$ cat src/rtl/core/sfr_pkg.sv
// sfr_pkg: types, frame constants and the crc-16/modbus byte update
// used by the status frame receiver; the channel interfaces do not import it
`timescale 1ns / 1ps

package sfr_pkg;

  localparam int unsigned FRAME_BYTES = 14;
  localparam int unsigned CRC_SPAN    = 12;
  localparam int unsigned STORE_DEPTH = 8;
  localparam int unsigned IDX_W       = 4;
  localparam int unsigned ADDR_W      = 3;

  localparam logic [IDX_W-1:0] BODY_CRC_END = IDX_W'(CRC_SPAN - 3);
  localparam logic [IDX_W-1:0] BODY_CRC_HI  = IDX_W'(FRAME_BYTES - 5);
  localparam logic [IDX_W-1:0] BODY_LAST    = IDX_W'(FRAME_BYTES - 4);
  localparam logic [IDX_W-1:0] BODY_STORE   = IDX_W'(STORE_DEPTH);

  localparam logic [7:0]  HDR_BYTE  = 8'hFE;
  localparam logic [7:0]  LEN_BYTE  = 8'h0B;
  localparam logic [7:0]  TYPE_BYTE = 8'h25;
  localparam logic [15:0] CRC_INIT  = 16'hFFFF;
  localparam logic [15:0] CRC_POLY  = 16'hA001;

  typedef enum logic [1:0] {
    PH_HUNT1 = 2'd0,
    PH_HUNT2 = 2'd1,
    PH_LEN   = 2'd2,
    PH_BODY  = 2'd3
  } phase_e;

  typedef enum logic [1:0] {
    STAT_OK   = 2'd0,
    STAT_LEN  = 2'd1,
    STAT_TYPE = 2'd2,
    STAT_CRC  = 2'd3
  } status_e;

  typedef struct packed {
    logic [1:0]        status;
    logic signed [7:0] vel_x;
    logic signed [7:0] vel_y;
    logic signed [7:0] vel_turn;
    logic [7:0]        motor_state;
    logic [7:0]        motor_fault;
    logic [7:0]        battery_level;
    logic [7:0]        enable_flags;
  } result_t;

  // reflected crc-16, one byte, lsb first
  function automatic logic [15:0] crc_byte(input logic [15:0] c, input logic [7:0] b);
    logic [15:0] r;
    r = c ^ {8'h00, b};
    for (int k = 0; k < 8; k++) begin
      r = r[0] ? ((r >> 1) ^ CRC_POLY) : (r >> 1);
    end
    return r;
  endfunction

endpackage

$ cat src/rtl/core/sfr_ifs.sv
// sfr channel interfaces: received byte word and decoded result word
// valid/ready handshake, no package dependency
`timescale 1ns / 1ps

interface sfr_rx_if;
  logic       valid;
  logic       ready;
  logic [7:0] rx_byte;

  modport source (output valid, output rx_byte, input ready);
  modport sink (input valid, input rx_byte, output ready);
endinterface

interface sfr_res_if;
  logic              valid;
  logic              ready;
  logic [1:0]        status;
  logic signed [7:0] vel_x;
  logic signed [7:0] vel_y;
  logic signed [7:0] vel_turn;
  logic [7:0]        motor_state;
  logic [7:0]        motor_fault;
  logic [7:0]        battery_level;
  logic [7:0]        enable_flags;

  modport source (
    output valid, output status, output vel_x, output vel_y, output vel_turn,
    output motor_state, output motor_fault, output battery_level, output enable_flags,
    input ready
  );
  modport sink (
    input valid, input status, input vel_x, input vel_y, input vel_turn,
    input motor_state, input motor_fault, input battery_level, input enable_flags,
    output ready
  );
endinterface

$ cat src/rtl/core/status_frame_receiver.sv
// status_frame_receiver: parses fixed 14-byte status frames FE FE 0B T .. CH CL
// depends on sfr_pkg and the sfr_rx_if / sfr_res_if interfaces
//
// usage
//   rx_i carries one received serial byte per word. res_o carries one result
//   word per completed frame or per bad length byte: status (ok, bad length,
//   wrong type, crc mismatch) and the raw frame fields, all zero on errors.
//   the crc-16/modbus over the first twelve bytes is updated one byte per
//   cycle, stalls aside, by an unrolled byte-wide xor network, compared
//   big-endian with the last two bytes.
// timing and throughput
//   one byte per cycle unless stalled. a result word is valid in the cycle
//   after the byte that completes it is accepted. parse state and result
//   register update in the same cycle: a byte per cycle unless stalled.
// reset
//   rst_ni clears the parse state to hunting for the first header byte and
//   clears the result valid flag, not the result data. no clearing pass.
// stall
//   while a result word waits and res_o.ready is low, rx_i.ready is low, so
//   no byte is taken until the word leaves.
`timescale 1ns / 1ps

module status_frame_receiver (
  input  logic clk_i,
  input  logic rst_ni,
  sfr_rx_if.sink    rx_i,
  sfr_res_if.source res_o
);
  import sfr_pkg::*;

  phase_e           phase_q, phase_d;
  logic [IDX_W-1:0] idx_q, idx_d;
  logic [15:0]      crc_q, crc_d;
  logic [7:0]       fb_q [STORE_DEPTH];
  logic [7:0]       crc_hi_q;
  logic             fb_we, crc_hi_we;

  logic             out_valid_q;
  result_t          res_q, res_d;
  logic             res_hit;

  logic             rx_fire;
  logic [7:0]       b;
  logic [15:0]      crc_next;

  assign b         = rx_i.rx_byte;
  assign rx_i.ready = !out_valid_q || res_o.ready;
  assign rx_fire   = rx_i.valid && rx_i.ready;
  assign crc_next  = crc_byte(crc_q, b);

  // next state
  always_comb begin
    phase_d   = phase_q;
    idx_d     = idx_q;
    crc_d     = crc_q;
    fb_we     = 1'b0;
    crc_hi_we = 1'b0;
    unique case (phase_q)
      PH_HUNT1: begin
        if (b == HDR_BYTE) begin
          crc_d   = crc_byte(CRC_INIT, b);
          phase_d = PH_HUNT2;
        end
      end
      PH_HUNT2: begin
        if (b == HDR_BYTE) begin
          crc_d   = crc_next;
          phase_d = PH_LEN;
        end else begin
          phase_d = PH_HUNT1;
          idx_d   = '0;
          crc_d   = CRC_INIT;
        end
      end
      PH_LEN: begin
        if (b == LEN_BYTE) begin
          crc_d   = crc_next;
          idx_d   = '0;
          phase_d = PH_BODY;
        end else begin
          phase_d = PH_HUNT1;
          idx_d   = '0;
          crc_d   = CRC_INIT;
        end
      end
      PH_BODY: begin
        if (idx_q < BODY_CRC_END) begin
          crc_d = crc_next;
          fb_we = (idx_q < BODY_STORE);
          idx_d = idx_q + 1'b1;
        end else if (idx_q == BODY_CRC_HI) begin
          crc_hi_we = 1'b1;
          idx_d     = idx_q + 1'b1;
        end else begin
          phase_d = PH_HUNT1;
          idx_d   = '0;
          crc_d   = CRC_INIT;
        end
      end
      default: phase_d = PH_HUNT1;
    endcase
  end

  // result word
  always_comb begin
    res_d   = '0;
    res_hit = 1'b0;
    unique case (phase_q)
      PH_LEN: begin
        if (b != LEN_BYTE) begin
          res_hit      = 1'b1;
          res_d.status = STAT_LEN;
        end
      end
      PH_BODY: begin
        if (idx_q >= BODY_LAST) begin
          res_hit = 1'b1;
          if (fb_q[0] != TYPE_BYTE) begin
            res_d.status = STAT_TYPE;
          end else if ({crc_hi_q, b} != crc_q) begin
            res_d.status = STAT_CRC;
          end else begin
            res_d.status        = STAT_OK;
            res_d.vel_x         = fb_q[1];
            res_d.vel_y         = fb_q[2];
            res_d.vel_turn      = fb_q[3];
            res_d.motor_state   = fb_q[4];
            res_d.motor_fault   = fb_q[5];
            res_d.battery_level = fb_q[6];
            res_d.enable_flags  = fb_q[7];
          end
        end
      end
      default: res_hit = 1'b0;
    endcase
  end

  always_ff @(posedge clk_i or negedge rst_ni) begin
    if (!rst_ni) begin
      phase_q     <= PH_HUNT1;
      idx_q       <= '0;
      crc_q       <= CRC_INIT;
      out_valid_q <= 1'b0;
    end else begin
      if (rx_fire) begin
        phase_q <= phase_d;
        idx_q   <= idx_d;
        crc_q   <= crc_d;
      end
      if (rx_i.ready) begin
        out_valid_q <= rx_fire && res_hit;
      end
    end
  end

  always_ff @(posedge clk_i) begin
    if (rx_fire && fb_we) begin
      fb_q[idx_q[ADDR_W-1:0]] <= b;
    end
    if (rx_fire && crc_hi_we) begin
      crc_hi_q <= b;
    end
    if (rx_fire && res_hit && rx_i.ready) begin
      res_q <= res_d;
    end
  end

  assign res_o.valid         = out_valid_q;
  assign res_o.status        = res_q.status;
  assign res_o.vel_x         = res_q.vel_x;
  assign res_o.vel_y         = res_q.vel_y;
  assign res_o.vel_turn      = res_q.vel_turn;
  assign res_o.motor_state   = res_q.motor_state;
  assign res_o.motor_fault   = res_q.motor_fault;
  assign res_o.battery_level = res_q.battery_level;
  assign res_o.enable_flags  = res_q.enable_flags;

  a_idx_only_in_body: assert property (@(posedge clk_i) disable iff (!rst_ni)
    (idx_q != '0) |-> (phase_q == PH_BODY))
    else $error("byte index set outside frame body");

  a_idx_range: assert property (@(posedge clk_i) disable iff (!rst_ni)
    (phase_q == PH_BODY) |-> (idx_q <= BODY_LAST))
    else $error("byte index past end of frame");

  a_bad_len_result: assert property (@(posedge clk_i) disable iff (!rst_ni)
    (rx_fire && phase_q == PH_LEN && b != LEN_BYTE)
      |=> (res_o.valid && res_o.status == STAT_LEN))
    else $error("bad length byte without error word");

  a_result_from_byte: assert property (@(posedge clk_i) disable iff (!rst_ni)
    $rose(out_valid_q) |-> $past(rx_fire))
    else $error("result word without accepted byte");

  a_error_fields_zero: assert property (@(posedge clk_i) disable iff (!rst_ni)
    (res_o.valid && res_o.status != STAT_OK) |->
      (res_o.vel_x == '0 && res_o.enable_flags == '0 && res_o.battery_level == '0))
    else $error("error word carries frame fields");

endmodule
$ cat src/flat_wrapper.sv
// flat-port wrapper written by rule: the top's interface ports become plain ports
module status_frame_receiver_flat import sfr_pkg::*;
  (clk_i, rst_ni, rx_i_valid, rx_i_rx_byte, rx_i_ready, res_o_valid, res_o_status, res_o_vel_x, res_o_vel_y, res_o_vel_turn, res_o_motor_state, res_o_motor_fault, res_o_battery_level, res_o_enable_flags, res_o_ready);
  sfr_rx_if rx_i_i ();
  sfr_res_if res_o_i ();
  input  logic clk_i;
  input  logic rst_ni;
  input wire logic [$bits(rx_i_i.valid)-1:0] rx_i_valid;
  input wire logic [$bits(rx_i_i.rx_byte)-1:0] rx_i_rx_byte;
  output wire logic [$bits(rx_i_i.ready)-1:0] rx_i_ready;
  output wire logic [$bits(res_o_i.valid)-1:0] res_o_valid;
  output wire logic [$bits(res_o_i.status)-1:0] res_o_status;
  output wire logic [$bits(res_o_i.vel_x)-1:0] res_o_vel_x;
  output wire logic [$bits(res_o_i.vel_y)-1:0] res_o_vel_y;
  output wire logic [$bits(res_o_i.vel_turn)-1:0] res_o_vel_turn;
  output wire logic [$bits(res_o_i.motor_state)-1:0] res_o_motor_state;
  output wire logic [$bits(res_o_i.motor_fault)-1:0] res_o_motor_fault;
  output wire logic [$bits(res_o_i.battery_level)-1:0] res_o_battery_level;
  output wire logic [$bits(res_o_i.enable_flags)-1:0] res_o_enable_flags;
  input wire logic [$bits(res_o_i.ready)-1:0] res_o_ready;
  assign rx_i_i.valid = rx_i_valid;
  assign rx_i_i.rx_byte = rx_i_rx_byte;
  assign rx_i_ready = rx_i_i.ready;
  assign res_o_valid = res_o_i.valid;
  assign res_o_status = res_o_i.status;
  assign res_o_vel_x = res_o_i.vel_x;
  assign res_o_vel_y = res_o_i.vel_y;
  assign res_o_vel_turn = res_o_i.vel_turn;
  assign res_o_motor_state = res_o_i.motor_state;
  assign res_o_motor_fault = res_o_i.motor_fault;
  assign res_o_battery_level = res_o_i.battery_level;
  assign res_o_enable_flags = res_o_i.enable_flags;
  assign res_o_i.ready = res_o_ready;
  status_frame_receiver u_core (.clk_i(clk_i), .rst_ni(rst_ni), .rx_i(rx_i_i), .res_o(res_o_i));
endmodule
$ cat config.mk
export PLATFORM = sky130hd
export DESIGN_NAME = status_frame_receiver_flat
export DESIGN_NICKNAME = d
export VERILOG_FILES = /design/src/rtl/core/sfr_pkg.sv /design/src/rtl/core/sfr_ifs.sv /design/src/rtl/core/status_frame_receiver.sv /design/src/flat_wrapper.sv
export SDC_FILE = /design/constraint.sdc
export NUM_CORES = 1
export LEC_CHECK = 0
export ABC_AREA = 0
export BUFFER_PORTS_ARGS = -buffer_cell sky130_fd_sc_hd__buf_2
export CORE_MARGIN = 1.5
export CORE_UTILIZATION = 58
export CTS_BUF_LIST = sky130_fd_sc_hd__clkbuf_8 sky130_fd_sc_hd__clkbuf_16
export CTS_CLUSTER_DIAMETER = 80
export DETAILED_ROUTE_END_ITERATION = 10
export GPL_ROUTABILITY_DRIVEN = 0
export PLACE_DENSITY = 0.81
export SLEW_MARGIN = 20
export SYNTH_ARGS = -nofsm -noshare
export SYNTH_HDL_FRONTEND = slang
export SYNTH_SLANG_ARGS = --single-unit
$ cat constraint.sdc
create_clock -name clk_i -period 3.2 [get_ports clk_i]
set_clock_uncertainty 0.15 [all_clocks]
set_input_delay 0.16 -clock clk_i [delete_from_list [all_inputs] [get_ports clk_i]]
set_output_delay 0.16 -clock clk_i [all_outputs]
set_load 0.1 [all_outputs]
==> reports/results.ini, run 1 <==
[placement]
hpwlAfterDp_um = 7356
port_buffers = 71
dpl-instance-area_sq_um = 6805

[die]
io-pin-count = 72
core_area_sq_um = 10370
die_h_um = 106.8
dieArea_sq_um = 11410
die_w_um = 106.8
fp-row-count = 37
start_util_pct = 60.28

[detailed_routing]
drc_errors = 0
ant_nets = 0
avgViaCountPerCell = 5.408
vias = 3526
drt_iter0_drc = 234
wl_per_cell_um = 17.37
dr.pass1.iters = 5
drt_wl_total_um = 11330

[synthesis]
synth_cells = 404
synthArstFlopShare_pct = 15.03
synth_cell_type_count = 49
synth_seq_area_share_pct = 71.98
synth_edf_count = 130
synth_top_cell_by_area = edfxtp_1
synth.ff_latch_count = 153
synth_top_area_share_pct = 62.45
synth_area_leaders = edfxtp_1, dfstp_2, and2_1, ha_1, dfrtp_1
syn-num-nets = 431
synth-main-ff-cell = edfxtp_1
yosys_warnings = 0
syn_area_per_cell_sq_um = 15.47
netlist_area_sq_um = 6251

[cts]
clk_latency_ns = 0.52
postCtsResizedCells = 0
cts_tree = yes
cts-root-buf = clkbuf_8
htreeDepth = 4
clk_path_buf_depth = 2
post-cts-setup-buffers = 0
cts.sinks = 153
ctsHoldBuffers = 12
cts_made_buffers = 17
path_clk_slew_ns = 0.07

[setup_path]
r2r-end = u_core.crc_q[0]
cp_max_fo = 13
start_kind = input pin
rr_startpoint = u_core.crc_q[0]
path_class = in -> reg
rr_worst_depth = 7
cp.required_ns = 3.52
worstPathArrival_ns = 3.01
r2r_setup_slack_ns = 0.52
end_kind = flip-flop

[sta]
finalHoldViolations = 0
clock.fmax_ghz = 0.3706
worstMarginPinSlew_ns = 0.7651
setup_viol = 0
slew_viol_final = 0
rsz0062_at_grt = false
max_slew_margin_pct = 48.81
period_share_pct = 84.33
fin_setup_tns_ns = 0
period_minus_slack_ns = 2.699

[power]
p_per_area_nw_per_um2 = 597.5
leakagePower_nw = 2.856
finalPower_mw = 4.465
peakVddDrop_v = 0.0003047

[finish]
fill_cells = 657
final_area_sq_um = 7473
area_growth_pct = 19.56
finalNetCount = 530
layout_commonest_cell = edfxtp_1
antenna_cells = 0
drive_above_1_share_pct = 26.94
final_cell_mix = edfxtp_1, buf_2, and2_1

[grt]
grt.busiest_layer = met2
grt_pass1_wl_um = 17750
use_met2_pct = 34.29
grt_max_degree = 59
grtUsageMet3_pct = 6.079
grt_usage_pct = 21.53
antenna_found_initial = 0
grt-ovfl-total = 0
grtUsageMet1_pct = 27.61
grt_pass1_vias = 3466

[flow_run]
drv_cap = 0

[min_path]
hold_path.class = in -> async

[run_status]
status = finished clean

==> power breakdown <==
group	switching, mW	total (mW)	internal, mW	leakage (nW)
clock	0.834	1.82	0.986	0.269
sequential	0.0394	2.24	2.20	1.44
combinational	0.180	0.404	0.224	1.14
total	1.05	4.47	3.41	2.86
==> through the flow <==
| stage | std cells | hold WS [ns] | util, % | worst slack [ns] |
|---|---|---|---|---|
| after floorplan | 404 | -0.2856 | - | 0.1588 |
| after global placement | 608 | 0.006539 | 65.63 | 0.6114 |
| after detailed placement | 608 | 0.01457 | 65.63 | 0.5221 |
| after CTS | 652 | 0.2145 | 72.07 | 0.5132 |
| after global routing | 652 | 0.2488 | 72.07 | 0.3781 |
| final | 652 | 0.2160 | 72.07 | 0.5014 |
==> how the worst max path moves through the flow <==
| stage | cells after the start | start | to |
|---|---|---|---|
| CTS | 7 | u_core.crc_q[0] | u_core.crc_q[0] |
| global placement | 7 | u_core.crc_q[0] | u_core.crc_q[0] |
| floorplan | 4 | u_core.res_o.valid | u_core.fb_q[1][0] |
| global route | 9 | rx_i_rx_byte[0] | u_core.crc_q[0] |
| detailed placement | 8 | rx_i_rx_byte[0] | u_core.crc_q[0] |
| finish | 9 | rx_i_rx_byte[0] | u_core.crc_q[0] |
==> synth_stat cells, types with 2 or more instances <==
master and n:
edfxtp_1 130, and2_1 56, nand2_1 26, xnor2_1 18
dfstp_2 16, ha_1 15, nor2_1 15, xor2_1 12
inv_1 11, o21ai_1 11, o21ai_0 8, buf_2 7
dfrtp_1 7, o22a_1 6, a21oi_1 4, clkbuf_1 4
nor2b_1 4, nor3_1 4, nand2b_1 3, nand4_1 3
o211ai_1 3, o22ai_1 3, o31ai_1 3, xnor3_1 3
a21o_1 2, nand3_1 2, o2bb2ai_1 2, or2_1 2
or4_1 2, xnor2_2 2, xnor3_2 2
==> layout make-up <==
class                   instances  area (sq um)  share of cell area, %
flip-flops and latches        153          4501                  60.22
multi-input cells             228          1654                  22.13
repair buffers                 92         555.5                  7.433
clock buffers                  17         414.1                  5.542
well taps                     136         170.2                  2.277
clock inverters                15         133.9                  1.791
inverters                      11         45.04                 0.6027
==> critical path: stages <==
cell           delay (ns)
dlygate4sd3_1        0.53
buf_2                0.21
xnor2_1              0.40
ha_1                 0.33
xor3_1               0.44
xnor3_2              0.31
xnor3_1              0.34
a21oi_1              0.16
o22a_1               0.14
==> registers in the layout, indices dropped and copies added, names as in the netlist <==
name                        count
u_core.fb_q                    64
u_core.crc_q                   16
u_core.crc_hi_q                 8
u_core.res_o.battery_level      8
u_core.res_o.enable_flags       8
u_core.res_o.motor_fault        8
u_core.res_o.motor_state        8
u_core.res_o.vel_turn           8
u_core.res_o.vel_x              8
u_core.res_o.vel_y              8
u_core.idx_q                    4
u_core.phase_q                  2
u_core.res_o.status             2
u_core.res_o.valid              1
==> cell families after synthesis <==
logic type	count (synthesis)	share of synthesized area, %
DFF	153	71.98
and+or+nand+nor	125	11.03
AOI/OAI and AO/OA	49	5.144
xor gates and xnor gates	39	7.206
buffers and inverters	23	1.641
adders and majority gates	15	3.002
==> per-layer routing <==
metal  up-vias  share of wire [%]  wire length [um]
li1       1668                  -                 -
met1      1698                 43              4857
met2       139                 50              5622
met3        21                5.7               642
met4         0                1.8               206
met5         -                  0                 0
No activity file was read; power rests on OpenSTA's default activity.
==> run 2: changes to the inputs <==
- CORE_UTILIZATION: 58 -> 52
- PLACE_DENSITY: 0.81 -> 0.77
- clock period: 3.2 -> 2.3 ns (I/O delays scaled with it)
==> reports/results.ini, run 2 (synthesis results as in run 1) <==
[placement]
hpwlAfterDp_um = 7887
dp_slack_ns = -0.02914
port_buffers = 71

[die]
fp-row-count = 39
core_area_sq_um = 11560
die_w_um = 112.6
dieArea_sq_um = 12690
start_util_pct = 54.05
die_h_um = 112.6
io-pin-count = 72

[grt]
grt_pass1_wl_um = 19090
grt_max_degree = 59
antenna_found_initial = 0
grt-ovfl-total = 0
grt_pass1_vias = 3580
grt_usage_pct = 20.23

[cts]
cts.sinks = 153
cts_tree = yes
clk_latency_ns = 0.41
clk_path_buf_depth = 2
path_clk_slew_ns = 0.06
cts_made_buffers = 17
htreeDepth = 4
cts-root-buf = clkbuf_16

[setup_path]
cp.depth = 9
crit_start = u_core.crc_q[7]
crit_buf_inv = 2
end_kind = flip-flop
worstPathArrival_ns = 2.37
cp.required_ns = 2.43
max_stage_delay_ns = 0.56
critPathSlowestCell = dfstp_2
start_kind = flip-flop
rr_worst_depth = 9
rr_startpoint = u_core.crc_q[7]
cp_max_fo = 14
path_cells = xnor2_2 > ha_2 > nand4_1 > nor2_1 > and3_4 > nor2b_4 > buf_12 > clkbuf_16 > and2_1
path_class = reg -> reg
crit_family = simple AND/OR/NAND/NOR gates

[detailed_routing]
drt_wl_total_um = 12830
drc_errors = 0
ant_nets = 0
vias = 3657
avgViaCountPerCell = 5.378
wl_per_cell_um = 18.86
dr.pass1.iters = 5
drt_iter0_drc = 362

[min_path]
hold_depth = 2
hold_path.class = in -> reg
worstHoldStart = rx_i_rx_byte[0]

[sta]
setup_viol = 0
worstMarginPinSlew_ns = 0.5686
rsz0062_at_grt = false
period_minus_slack_ns = 2.239
slew_viol_final = 0
clock.fmax_ghz = 0.4466
max_slew_margin_pct = 62.09
finalHoldViolations = 0
period_share_pct = 97.36
layout_setup_ws_ns = 0.06069

[flow_run]
drv_cap = 0

[power]
p_per_area_nw_per_um2 = 841.5
peakVddDrop_v = 0.0005578
leakagePower_nw = 3.026
finalPower_mw = 6.628

[finish]
largest_reg_flops = 64
antenna_cells = 0
drive_above_1_share_pct = 32.03
finalNetCount = 552
layout_commonest_cell = edfxtp_1
final_cell_mix = edfxtp_1, buf_2, and2_1
area_growth_pct = 26.00

[run_status]
status = finished clean

==> run 2: cell types whose count changed in the layout (fill, tap and decap cells not counted), sizes merged <==
cell         change
clkbuf           +5
inv              -7
dlygate4sd3      -2
buf             +19
clkinv           +2
bufinv           +4
==> run 2: stage by stage <==
step | instance area, sq um | instances | utilization [%] | TNS (ns) | hold slack, ns
floorplan | 6326 | 404 | - | -24.04 | -0.3306
global placement | 7022 | 632 | 60.72 | 0 | -0.01615
detailed placement | 7022 | 632 | 60.72 | -0.02914 | -0.01463
CTS | 7742 | 675 | 66.95 | 0 | 0.04601
global route | 7876 | 680 | 68.11 | 0 | 0.06661
finish | 7876 | 680 | 68.11 | 0 | 0.05011
==> run 2: worst reg2reg max path: stages (launching register included) <==
cell,delay [ns]
dfstp_2,0.56
xnor2_2,0.14
ha_2,0.20
nand4_1,0.09
nor2_1,0.14
and3_4,0.23
nor2b_4,0.17
buf_12,0.14
clkbuf_16,0.16
and2_1,0.14
==> run 2: what timing repair did <==
item,CTS,global route
endpoints found under the setup margin,1,115
hold buffers,10,0
gates cloned,0,4
gates resized for setup,0,11
buffers inserted,2,1
pin swaps,2,2
hold endpoints to repair,54,0
==> run 2: worst paths after layout <==
| kind | to | slack, ns |
|---|---|---|
| worst max-delay path | u_core.res_o.battery_level[0] | 0.06 |
| worst min-delay path | u_core.fb_q[0][0] | 0.05 |
| worst max register to register | u_core.res_o.battery_level[0] | 0.06 |
| worst min register to register | u_core.crc_q[10] | 0.33 |
| max in group asynchronous | u_core.res_o.valid | 1.50 |
| min in group asynchronous | u_core.res_o.valid | 0.08 |
==> run 2: where the power goes <==
| group | switching [mW] | internal (mW) |
|---|---|---|
| Clock | 1.05 | 1.80 |
| Sequential | 0.0529 | 3.07 |
| Combinational | 0.286 | 0.374 |
| Total | 1.39 | 5.24 |
==> run 2: cell type report <==
| type | count | area, sq um |
|---|---|---|
| flip-flops and latches | 153 | 4503 |
| fillers | 747 | 3689 |
| multi-input cells | 228 | 1742 |
| repair buffers | 114 | 802.0 |
| clock buffers | 17 | 425.4 |
| clock inverters | 14 | 180.2 |
| well taps | 143 | 178.9 |
| inverters | 11 | 45.04 |
==> run 2: metal layers <==
| layer | global-route usage (%) | part of all wire (%) | vias up |
|---|---|---|---|
| met4 | 7.342 | 1.7 | 0 |
| met2 | 32.60 | 50 | 143 |
| met5 | 0 | 0 | - |
| met3 | 4.806 | 6.1 | 20 |
| met1 | 27.15 | 43 | 1789 |
| li1 | - | - | 1705 |
